**src/rtl/line_ending_scanner_defines.svh**
```systemverilog
// ----------------------------------------------------------------------------
// line_ending_scanner_defines.svh
// Assertion macros shared by the line ending scanner RTL.
// ----------------------------------------------------------------------------
`ifndef LINE_ENDING_SCANNER_DEFINES_SVH
`define LINE_ENDING_SCANNER_DEFINES_SVH

// Clocked assertion, switched off while reset is held
`define LES_ASSERT(lbl, prop, msg) \
    lbl: assert property (@(posedge aclk) disable iff (!aresetn) prop) \
        else $error(msg);

// Clocked assertion that also watches the reset itself
`define LES_ASSERT_RST(lbl, prop, msg) \
    lbl: assert property (@(posedge aclk) prop) else $error(msg);

`endif

```
**src/rtl/les_pkg.sv**
```systemverilog
// ----------------------------------------------------------------------------
// les_pkg
// Constants and types for the line ending scanner.
// ----------------------------------------------------------------------------
package les_pkg;

    // Default width of the byte position counter
    localparam int unsigned POS_WIDTH_DEF = 32;

    // Characters that end a line
    localparam logic [7:0] CH_LF = 8'd10;
    localparam logic [7:0] CH_CR = 8'd13;

    // Terminator size codes
    localparam logic [1:0] TERM_NONE   = 2'd0;
    localparam logic [1:0] TERM_SINGLE = 2'd1;
    localparam logic [1:0] TERM_CRLF   = 2'd2;

    // Ending kinds seen, one bit each
    localparam logic [2:0] KIND_LF   = 3'b001;
    localparam logic [2:0] KIND_CRLF = 3'b010;
    localparam logic [2:0] KIND_CR   = 3'b100;

    // Dominant ending codes
    localparam logic [1:0] DOM_LF   = 2'd0;
    localparam logic [1:0] DOM_CRLF = 2'd1;
    localparam logic [1:0] DOM_CR   = 2'd2;

    // Result queue sizing: an end beat yields up to three records
    localparam int unsigned MAX_RESULTS = 3;
    localparam int unsigned QDEPTH      = 4;

    // One line record as queued for output
    typedef struct packed {
        logic        endings_mixed;
        logic [1:0]  dominant_ending;
        logic        document_last;
        logic        run_last;
        logic [1:0]  terminator_size;
        logic [31:0] line_length;
        logic [31:0] line_start;
    } rec_t;

endpackage

```
**src/rtl/line_ending_scanner.sv**
```systemverilog
// ----------------------------------------------------------------------------
// line_ending_scanner
// Splits a byte stream into line records with LF, CR and CRLF terminators.
// ----------------------------------------------------------------------------
// The scanner takes one beat per cycle and produces line records of start
// offset, length and terminator size. A beat carrying a byte yields at most
// one record, so a plain text stream runs at one byte per clock while the
// receiver keeps up, each record entering the result queue as its beat is
// accepted. A beat with s_tlast set ends the document and yields up to three
// records (a line ended by its own byte, a held CR line and the final line,
// which carries the dominant ending and the mixed flag); these drain one per
// cycle while m_tready is high, from a four-entry result queue. s_tready is
// high while the queue holds at most one record, so the input is paused
// after an end beat or while the receiver stalls. A CR line is held in the
// scan state until the next byte shows whether it is part of a CRLF.
`include "line_ending_scanner_defines.svh"

module line_ending_scanner #(
    parameter int unsigned POS_WIDTH = les_pkg::POS_WIDTH_DEF
) (
    input  logic        aclk,
    input  logic        aresetn,
    // Configuration: base_offset
    input  logic        cfg_we,
    input  logic [31:0] cfg_wdata,
    // Input beats
    input  logic        s_tvalid,
    output logic        s_tready,
    input  logic [7:0]  s_tdata,   // [7:0] data_byte
    input  logic [0:0]  s_tuser,   // [0] byte_present
    input  logic        s_tlast,   // end_of_document
    // Line records
    output logic        m_tvalid,
    input  logic        m_tready,
    output logic [71:0] m_tdata,   // [31:0] line_start, [63:32] line_length,
                                   // [65:64] terminator_size, [71:66] zero
    output logic [3:0]  m_tuser,   // [0] document_last, [2:1] dominant_ending,
                                   // [3] endings_mixed
    output logic        m_tlast    // run_last
);

    localparam int unsigned EXT_W  = (POS_WIDTH > 32) ? POS_WIDTH : 32;
    localparam int unsigned QDEPTH = les_pkg::QDEPTH;
    localparam int unsigned PTR_W  = $clog2(QDEPTH);
    localparam int unsigned CNT_W  = $clog2(QDEPTH + 1);

    // Reduce a position-wide value to 32 bits
    function automatic logic [31:0] to32(input logic [POS_WIDTH-1:0] v);
        logic [EXT_W-1:0] w;
        w = EXT_W'(v);
        return w[31:0];
    endfunction

    // Scan state
    logic [31:0]          base_reg;
    logic [POS_WIDTH-1:0] pos_reg, pos_next;
    logic [POS_WIDTH-1:0] lb_reg, lb_next;
    logic                 cr_pend_reg, cr_pend_next;
    logic [POS_WIDTH-1:0] pend_start_reg, pend_start_next;
    logic [POS_WIDTH-1:0] pend_len_reg, pend_len_next;
    logic [2:0]           kinds_reg, kinds_next;

    // Result queue
    les_pkg::rec_t        q_reg [QDEPTH];
    les_pkg::rec_t        q_next [QDEPTH];
    logic [QDEPTH-1:0]    q_we;
    logic [PTR_W-1:0]     wr_ptr_reg, wr_ptr_next;
    logic [PTR_W-1:0]     rd_ptr_reg, rd_ptr_next;
    logic [CNT_W-1:0]     count_reg, count_next;

    // Step logic
    logic                 s_fire, m_fire;
    logic                 byte_present, eod;
    logic                 b_lf, b_cr, pos_max;
    logic [POS_WIDTH-1:0] nxt;
    logic [POS_WIDTH-1:0] pos1, lb1, ps1, pl1;
    logic                 cr1;
    logic [2:0]           kinds1, kinds2;
    logic                 a_vld, b_vld;
    les_pkg::rec_t        a_rec, b_rec, c_rec;
    les_pkg::rec_t        slot [QDEPTH];
    logic [1:0]           n_rec;
    logic [CNT_W-1:0]     push_n;
    logic [PTR_W-1:0]     off [QDEPTH];

    assign s_fire       = s_tvalid && s_tready;
    assign m_fire       = m_tvalid && m_tready;
    assign byte_present = s_tuser[0];
    assign eod          = s_tlast;
    assign s_tready     = (count_reg <= CNT_W'(QDEPTH - les_pkg::MAX_RESULTS));

    // Scan one beat: byte first, then document end
    always_comb begin
        pos_max = (pos_reg == '1);
        nxt     = pos_max ? pos_reg : pos_reg + 1'b1;
        b_lf    = (s_tdata == les_pkg::CH_LF);
        b_cr    = (s_tdata == les_pkg::CH_CR);

        pos1   = pos_reg;
        lb1    = lb_reg;
        ps1    = pend_start_reg;
        pl1    = pend_len_reg;
        cr1    = cr_pend_reg;
        kinds1 = kinds_reg;
        a_vld  = 1'b0;
        a_rec  = '0;

        if (byte_present) begin
            pos1 = nxt;
            // Resolve a held CR line
            if (cr_pend_reg) begin
                a_vld            = 1'b1;
                cr1              = 1'b0;
                a_rec.line_start = base_reg + to32(pend_start_reg);
                if (b_lf) begin
                    a_rec.line_length     = to32(pend_len_reg + POS_WIDTH'(!pos_max));
                    a_rec.terminator_size = les_pkg::TERM_CRLF;
                    kinds1                = kinds1 | les_pkg::KIND_CRLF;
                    lb1                   = nxt;
                end else begin
                    a_rec.line_length     = to32(pend_len_reg);
                    a_rec.terminator_size = les_pkg::TERM_SINGLE;
                    kinds1                = kinds1 | les_pkg::KIND_CR;
                end
            end
            // Fresh terminator
            if (!(cr_pend_reg && b_lf)) begin
                if (b_lf) begin
                    a_vld                 = 1'b1;
                    a_rec.line_start      = base_reg + to32(lb_reg);
                    a_rec.line_length     = to32(nxt - lb_reg);
                    a_rec.terminator_size = les_pkg::TERM_SINGLE;
                    kinds1                = kinds1 | les_pkg::KIND_LF;
                    lb1                   = nxt;
                end else if (b_cr) begin
                    ps1 = lb_reg;
                    pl1 = nxt - lb_reg;
                    cr1 = 1'b1;
                    lb1 = nxt;
                end
            end
        end
        a_rec.run_last = !eod;

        // Flush a held CR line at document end
        b_vld                 = eod && cr1;
        b_rec                 = '0;
        b_rec.line_start      = base_reg + to32(ps1);
        b_rec.line_length     = to32(pl1);
        b_rec.terminator_size = les_pkg::TERM_SINGLE;
        kinds2                = b_vld ? (kinds1 | les_pkg::KIND_CR) : kinds1;

        // Final line with document summary
        c_rec                 = '0;
        c_rec.line_start      = base_reg + to32(lb1);
        c_rec.line_length     = to32(pos1 - lb1);
        c_rec.terminator_size = les_pkg::TERM_NONE;
        c_rec.run_last        = 1'b1;
        c_rec.document_last   = 1'b1;
        c_rec.endings_mixed   = ((kinds2 & (kinds2 - 3'd1)) != 3'd0);
        priority if ((kinds2 & les_pkg::KIND_CRLF) != 3'd0) begin
            c_rec.dominant_ending = les_pkg::DOM_CRLF;
        end else if ((kinds2 & les_pkg::KIND_LF) != 3'd0) begin
            c_rec.dominant_ending = les_pkg::DOM_LF;
        end else if ((kinds2 & les_pkg::KIND_CR) != 3'd0) begin
            c_rec.dominant_ending = les_pkg::DOM_CR;
        end else begin
            c_rec.dominant_ending = les_pkg::DOM_LF;
        end

        // Next scan state: start over after document end
        if (eod) begin
            pos_next        = '0;
            lb_next         = '0;
            cr_pend_next    = 1'b0;
            pend_start_next = '0;
            pend_len_next   = '0;
            kinds_next      = '0;
        end else begin
            pos_next        = pos1;
            lb_next         = lb1;
            cr_pend_next    = cr1;
            pend_start_next = ps1;
            pend_len_next   = pl1;
            kinds_next      = kinds1;
        end
    end

    // Pack records into consecutive slots
    always_comb begin
        n_rec   = 2'(a_vld) + 2'(b_vld) + 2'(eod);
        slot[0] = a_vld ? a_rec : (b_vld ? b_rec : c_rec);
        slot[1] = a_vld ? (b_vld ? b_rec : c_rec) : c_rec;
        slot[2] = c_rec;
        slot[3] = '0;
        for (int i = 3; i < QDEPTH; i++) begin
            slot[i] = '0;
        end
        push_n = s_fire ? CNT_W'(n_rec) : '0;
    end

    // Queue write enables and pointer updates
    always_comb begin
        for (int i = 0; i < QDEPTH; i++) begin
            off[i]    = PTR_W'(i) - wr_ptr_reg;
            q_we[i]   = (CNT_W'(off[i]) < push_n);
            q_next[i] = slot[off[i]];
        end
        wr_ptr_next = wr_ptr_reg + PTR_W'(push_n);
        rd_ptr_next = rd_ptr_reg + PTR_W'(m_fire);
        count_next  = count_reg + push_n - CNT_W'(m_fire);
    end

    // Hold configuration, scan state and queue pointers
    always_ff @(posedge aclk) begin
        if (!aresetn) begin
            base_reg       <= '0;
            pos_reg        <= '0;
            lb_reg         <= '0;
            cr_pend_reg    <= 1'b0;
            pend_start_reg <= '0;
            pend_len_reg   <= '0;
            kinds_reg      <= '0;
            wr_ptr_reg     <= '0;
            rd_ptr_reg     <= '0;
            count_reg      <= '0;
        end else begin
            if (cfg_we) begin
                base_reg <= cfg_wdata;
            end
            if (s_fire) begin
                pos_reg        <= pos_next;
                lb_reg         <= lb_next;
                cr_pend_reg    <= cr_pend_next;
                pend_start_reg <= pend_start_next;
                pend_len_reg   <= pend_len_next;
                kinds_reg      <= kinds_next;
            end
            wr_ptr_reg <= wr_ptr_next;
            rd_ptr_reg <= rd_ptr_next;
            count_reg  <= count_next;
        end
    end

    // Store queued records
    always_ff @(posedge aclk) begin
        for (int i = 0; i < QDEPTH; i++) begin
            if (q_we[i]) begin
                q_reg[i] <= q_next[i];
            end
        end
    end

    // Drive the head record
    les_pkg::rec_t head;
    assign head     = q_reg[rd_ptr_reg];
    assign m_tvalid = (count_reg != '0);
    assign m_tdata  = {6'd0, head.terminator_size, head.line_length, head.line_start};
    assign m_tuser  = {head.endings_mixed, head.dominant_ending, head.document_last};
    assign m_tlast  = head.run_last;

    // Checks
    `LES_ASSERT_RST(a_rst_empty, !aresetn |=> (count_reg == '0), "queue not empty after reset")
    `LES_ASSERT(a_cnt_bound, count_reg <= CNT_W'(QDEPTH), "result queue overflow")
    `LES_ASSERT(a_eod_clear, (s_fire && s_tlast) |=> (!cr_pend_reg && kinds_reg == '0 && pos_reg == '0), "scan state not cleared at document end")
    `LES_ASSERT(a_eod_out, (s_fire && s_tlast) |=> m_tvalid, "no record after document end")
    `LES_ASSERT(a_doc_last, (m_tvalid && m_tuser[0]) |-> m_tlast, "final record not last of its beat")

endmodule

```
**config.mk**
```make
export PLATFORM = sky130hd
export DESIGN_NAME = line_ending_scanner
export DESIGN_NICKNAME = d
export VERILOG_FILES = /design/src/rtl/les_pkg.sv /design/src/rtl/line_ending_scanner.sv
export VERILOG_INCLUDE_DIRS = /design/src /design/src/rtl
export SDC_FILE = /design/constraint.sdc
export NUM_CORES = 2
export LEC_CHECK = 0
export CAP_MARGIN = 20
export CORE_ASPECT_RATIO = 1.5
export CORE_UTILIZATION = 58
export DETAILED_ROUTE_END_ITERATION = 10
export DONT_BUFFER_PORTS = 1
export PLACE_DENSITY = 0.7
export SLEW_MARGIN = 0
export SYNTH_ARGS = -nofsm -noshare
export SYNTH_HDL_FRONTEND = slang
export SYNTH_SLANG_ARGS = --single-unit
```
**constraint.sdc**
```tcl
create_clock -name aclk -period 13.9 [get_ports aclk]
set_input_delay 2.78 -clock aclk [delete_from_list [all_inputs] [get_ports aclk]]
set_output_delay 2.78 -clock aclk [all_outputs]
set_load 0.02 [all_outputs]
```
# After elaboration in Yosys (flattened, before gate mapping)
# Memories as Yosys holds them, arrays and structs flattened. A register that Yosys moved wholly into a read port is not among the register bits.
# Index checks and enable logic that the tools add are counted.
# totals
elab_cells	124
input_bits	47
n_memories	1
output_inout_bits	79
regBits	171
mem_bits_rw	284
# mem_list
memory	words	word_bits	rd	rd_ports_with_merged_regs	wr	line_no	rtl
q_reg	4	71	1	1	4	line_ending_scanner.sv:64	les_pkg::rec_t q_reg [QDEPTH];
# op_classes
eq_ne	3
bitwise	5
n_lt_le_gt_ge	9
n_addsub	19
reduce_logical	8
mux	69
# ops
operator	count
$mux 71	11
$mux 32	20
$bmux 71 s2	4
$mux 66	4
$add 32x32->32	4
$sub 32x32->32	2
$mux 34	1
$add 32x1->32	1
$add 32x1->32 const B	1
$eq 32x32->1 const B	1
$mux 1	19
$eq 8x4->1 const B	2
$mux 3	5
$ge 3x3->1 const B	4
$not 2->3	4
$mux 2	5
$lt 2x2->1	4
$reduce_bool 3->1	2
$add 2x1->2	2
$logic_and 1x1->1	4
$sub 1x2->2 const A	2
$sub 2x2->2 const A	2
$add 3x2->3	1
$and 3x3->3	1
6 further kinds	7

# Depth between registers and ports, before layout
# logic_depth
depth_word	15
depth_mapped	25
ltp_nobuf	24

# Least setup slack after synthesis
# OpenSTA, ideal clock, no wires.
# synth_timing
path_kind	input-to-reg
start	in s_tdata[3]
end	mem q_reg[0][0] in the netlist's numbering, enable pin
setup_ns	0.523
slack_ns	4.161
required_time_ns	13.377
n_path_buf	2
stages	14
arrival_time_ns	9.216
path_cell_list	nor3b_1 > nand4_1 > clkinv_1 > ha_1 > nor4bb_1 > and3_1 > clkbuf_1 > o21a_1 > inv_2 > buf_1 > fa_1 > nand2b_1 > ha_1 > a21oi_1
# synth_lines
element	line_no	rtl
start: declaration	line_ending_scanner.sv:29	input logic [7:0] s_tdata,
end: declaration	line_ending_scanner.sv:64	

==> out/results.txt <==
Timing analysis after detailed placement gives a worst setup slack of 3.654 ns. 0 antenna diodes ended up in the layout. The floorplan has 112 rows. The type of the worst setup path is in -> reg. During I/O placement, the number of pins put on the boundary was 126. Detailed placement finished with a half-perimeter wire length of 90.73 mm.

The proportion of layout cells with a drive suffix above 1 was 7.624%. The portion of the clock cycle consumed by the worst path in the final layout came out at 69.60%. Deepest level of the CTS H-tree: 2. The die outline area is 0.06420 mm2. The tools report the total power as 4128 uW. In this run, synthesis inferred 284 flip-flops with an integrated enable. The minimum setup slack in the final design is 4.225 ns, and the post-synthesis instance area is 0.03664 mm2.

Post-detailed-route count of antenna-violating nets: 0. Clock-pin slew was measured on the worst setup and hold paths at 0.07 ns. Measured slew at the worst slew-check pin: 1.190 ns. By area the synthesized netlist is led by sky130_fd_sc_hd__edfxtp_1 (23%), sky130_fd_sc_hd__dfxtp_1 (9.3%), sky130_fd_sc_hd__ha_1 (7.4%). Sequential elements use 32.62% of the synthesized area. The flow ran to the end, and the final reports show no timing, DRC or antenna violations. The analysis attributes to cell leakage a power of 0.01503 uW. In this run, flip-flops and latches consume 40.4% of the power.

In this run the horizontal extent of the chip is 207.2 um. After synthesis, the mean cell area works out to 8.706 um2. The total overflow left after global routing is 0. Of all flip-flops after synthesis, the portion carrying an async set or reset was 0%.

The first global-routing pass estimated 188.0 mm of wire. Counting flops and latches in the post-synthesis netlist gives 455. The detailed router finished its first iteration with 3906 violations. The share of total power in the clock network is 33.6%.

Kind of path behind the tightest hold check: reg -> reg. The kind of capture point of the worst setup path is a flop. On the final layout, the worst clock skew is 0.03632 ns. Summing over every cut layer, the via total after detailed routing is 33660.

For the internal portion of total power, the log shows 2706 uW. Before antenna repair, the detailed router went through 8 iterations. The run gives 171 as the maximum number of pins on one net before global-route repair.

Subtracting the final worst setup slack from the clock period gives 9.675 ns. During synthesis, Yosys emitted a total of 0 warnings. For this configuration, the core starts out at a cell density of 58.75%.

Counting along the longest clock path gives a buffer depth of 3. Global routing consumed, over all layers together, 38.65% of the routing resources. Setup repair after global routing left no endpoint under its margin.

The height of the die was 309.8 um. The run gives 127.2 mm as the total length of routed wires. The largest area contributor in the netlist is sky130_fd_sc_hd__edfxtp_1. The count of port buffers added during placement works out to 0. The tools report the cell at the root of the clock tree as sky130_fd_sc_hd__clkbuf_16.

The run gives 31190 as the number of global-route vias before repair. The area growth from synthesis to layout is 5.765%. The number of flip-flops in the largest register was 284; the largest driver fanout on the critical path was 73.

Using the TritonRoute via totals, the vias-per-cell ratio works out to 6.901. The tools report the count of final max-slew check failures as 0. Ranked by instance count, the synthesized netlist is headed by sky130_fd_sc_hd__nand2_1 (462), sky130_fd_sc_hd__a21oi_1 (328), sky130_fd_sc_hd__nor2_1 (317). The global placement routability congestion is 1.008. Dividing the detail-routed wire length by the instance count gives 26.09 um.

Clock tree synthesis inserted a total of 48 buffers. Arrival time at the worst endpoint: 10.07 ns. The final hold violation count is 0. Post-CTS repair changed the size of 0 cells.

The final sum of negative setup slack was 0 ns. TritonCTS built the clock tree. For this design, the CTS-stage hold fixing added 0 buffers. The power per unit of standard cell area is 106.5 mW/mm2. The logs give 26.0% for the part of the total power dissipated in combinational logic and 0.65 ns for the clock latency on the worst-skew pair. The critical path startpoint category is an input pin. STA puts the critical path data required time at 14.29 ns.

The cell count after synthesis came out at 4208. Setup violations remaining at the end of the flow were counted as 0. The number of distinct library cells after synthesis came out at 84. Most used flip-flop cell after synthesis: sky130_fd_sc_hd__edfxtp_1.

sky130_fd_sc_hd__nand2_1 is the most common cell in the netlist. The clock drives 455 sinks. Across the run, the number of max-cap violations was 0.

In this run the power spent charging and discharging nets is 1422 uW. The logs give 3 for the number of antenna violations at the first check in global routing and 0.00008991 V for the maximum vdd ir drop. The fraction of post-synthesis cell area in the top cell type by area was 23.28%; the switching share of total power was 34.44%. The worst slew slack as a fraction of its limit is 19.54%.

After floorplanning, the core was sized to cover 0.06236 mm2. At the end of the flow, the number of nets in the layout was 4312. In this run the post-CTS setup repair buffer count came out at 0. The final routed DRC violation total was 0. Based on the critical path, the design can be clocked at up to 103.4 MHz.
[power by group through the flow]
stage                     combinational [uW]  sequential [uW]  clock (uW)
after floorplan                          808             1650           0
after global placement                  1040             1690           0
after detailed placement                1050             1700           0
after CTS                               1060             1670        1390
after global routing                    1120             1680        1440
final                                   1070             1670        1390
[stage by stage]
| step | utilization (%) | instance area, um2 | std cells | hold slack, ns |
|---|---|---|---|---|
| 6_report | 62.14 | 38750 | 4877 | 0.4801 |
| 5_1_grt | 62.14 | 38750 | 4877 | 0.5027 |
| 4_1_cts | 62.12 | 38740 | 4876 | 0.4810 |
| 3_5_place_dp | 59.48 | 37090 | 4786 | 0.4623 |
| 3_3_place_gp | 59.48 | 37090 | 4786 | 0.4532 |
| 2_1_floorplan | - | 36660 | 4213 | 0.4376 |
[cell families after synthesis]
group,Yosys count,share of synthesized area (%)
xor+xnor,254,6.072
compound gates,1330,23.51
fa+ha+maj,227,7.951
mux,220,8.613
other cells,1,0.01024
flops,455,32.62
simple gates,1307,16.85
buf+inv,414,4.371
[per-layer routing]
layer  track usage [%]  up-vias  wire length, um
met1             48.45    15900            47530
met3             7.217      440            14700
met4             21.83        4             7513
met2             62.88     2090            57450
met5                 0        -               42
li1                  -    15220                -
[cells in the final DEF (no fill, tap or decap), drive strengths merged, types with 134 or more instances in the layout]
cell type    n
dfxtp      171
nor2b      154
o21ai      303
ha         216
a21oi      328
xnor2      154
nand2      463
nor2       317
edfxtp     284
inv        134
[final timing paths]
check	start	end	cells past startpoint	slack (ns)
hold reg to reg	kinds_reg[2]$_SDFFE_PN0P_	kinds_reg[2]$_SDFFE_PN0P_	2	0.48
setup reg to reg	pos_reg[0]$_SDFFE_PN0P_	q_reg[3][46]$_DFFE_PN_	19	6.62
setup / recovery	s_tdata[3]	q_reg[1][30]$_DFFE_PN_	25	4.23
hold / removal	kinds_reg[2]$_SDFFE_PN0P_	kinds_reg[2]$_SDFFE_PN0P_	2	0.48
[critical path: stages]
cell                        delay [ns]
sky130_fd_sc_hd__nor3b_1          0.12
sky130_fd_sc_hd__nand4_1          0.46
sky130_fd_sc_hd__clkinv_1         0.41
sky130_fd_sc_hd__ha_1             0.40
sky130_fd_sc_hd__nor4bb_1         0.68
sky130_fd_sc_hd__nand3_4          0.10
sky130_fd_sc_hd__buf_4            0.35
sky130_fd_sc_hd__o21ai_4          0.14
sky130_fd_sc_hd__buf_4            0.48
sky130_fd_sc_hd__mux2i_1          0.42
sky130_fd_sc_hd__ha_1             0.25
sky130_fd_sc_hd__inv_1            0.06
sky130_fd_sc_hd__fa_1             0.45
sky130_fd_sc_hd__nor2b_1          0.18
sky130_fd_sc_hd__o2111ai_1        0.16
sky130_fd_sc_hd__nand4b_1         0.21
sky130_fd_sc_hd__nand3_1          0.15
sky130_fd_sc_hd__a31oi_1          0.47
sky130_fd_sc_hd__o21ai_0          0.33
sky130_fd_sc_hd__o21ai_0          0.38
sky130_fd_sc_hd__a2111oi_0        0.15
sky130_fd_sc_hd__nand3b_1         0.27
sky130_fd_sc_hd__mux2i_1          0.27
sky130_fd_sc_hd__o211ai_1         0.11
sky130_fd_sc_hd__and3_1           0.20
[layout make-up]
| type | instances | area (um2) |
|---|---|---|
| Clock buffer | 63 | 1319 |
| Clock inverter | 27 | 325.3 |
| Fill cell | 5446 | 23610 |
| Inverter | 134 | 508.0 |
| Multi-Input combinational cell | 3344 | 23210 |
| Sequential cell | 455 | 11970 |
| Tap cell | 798 | 998.5 |
| Timing Repair Buffer | 56 | 424.2 |
No activity file was read; power rests on OpenSTA's default activity.
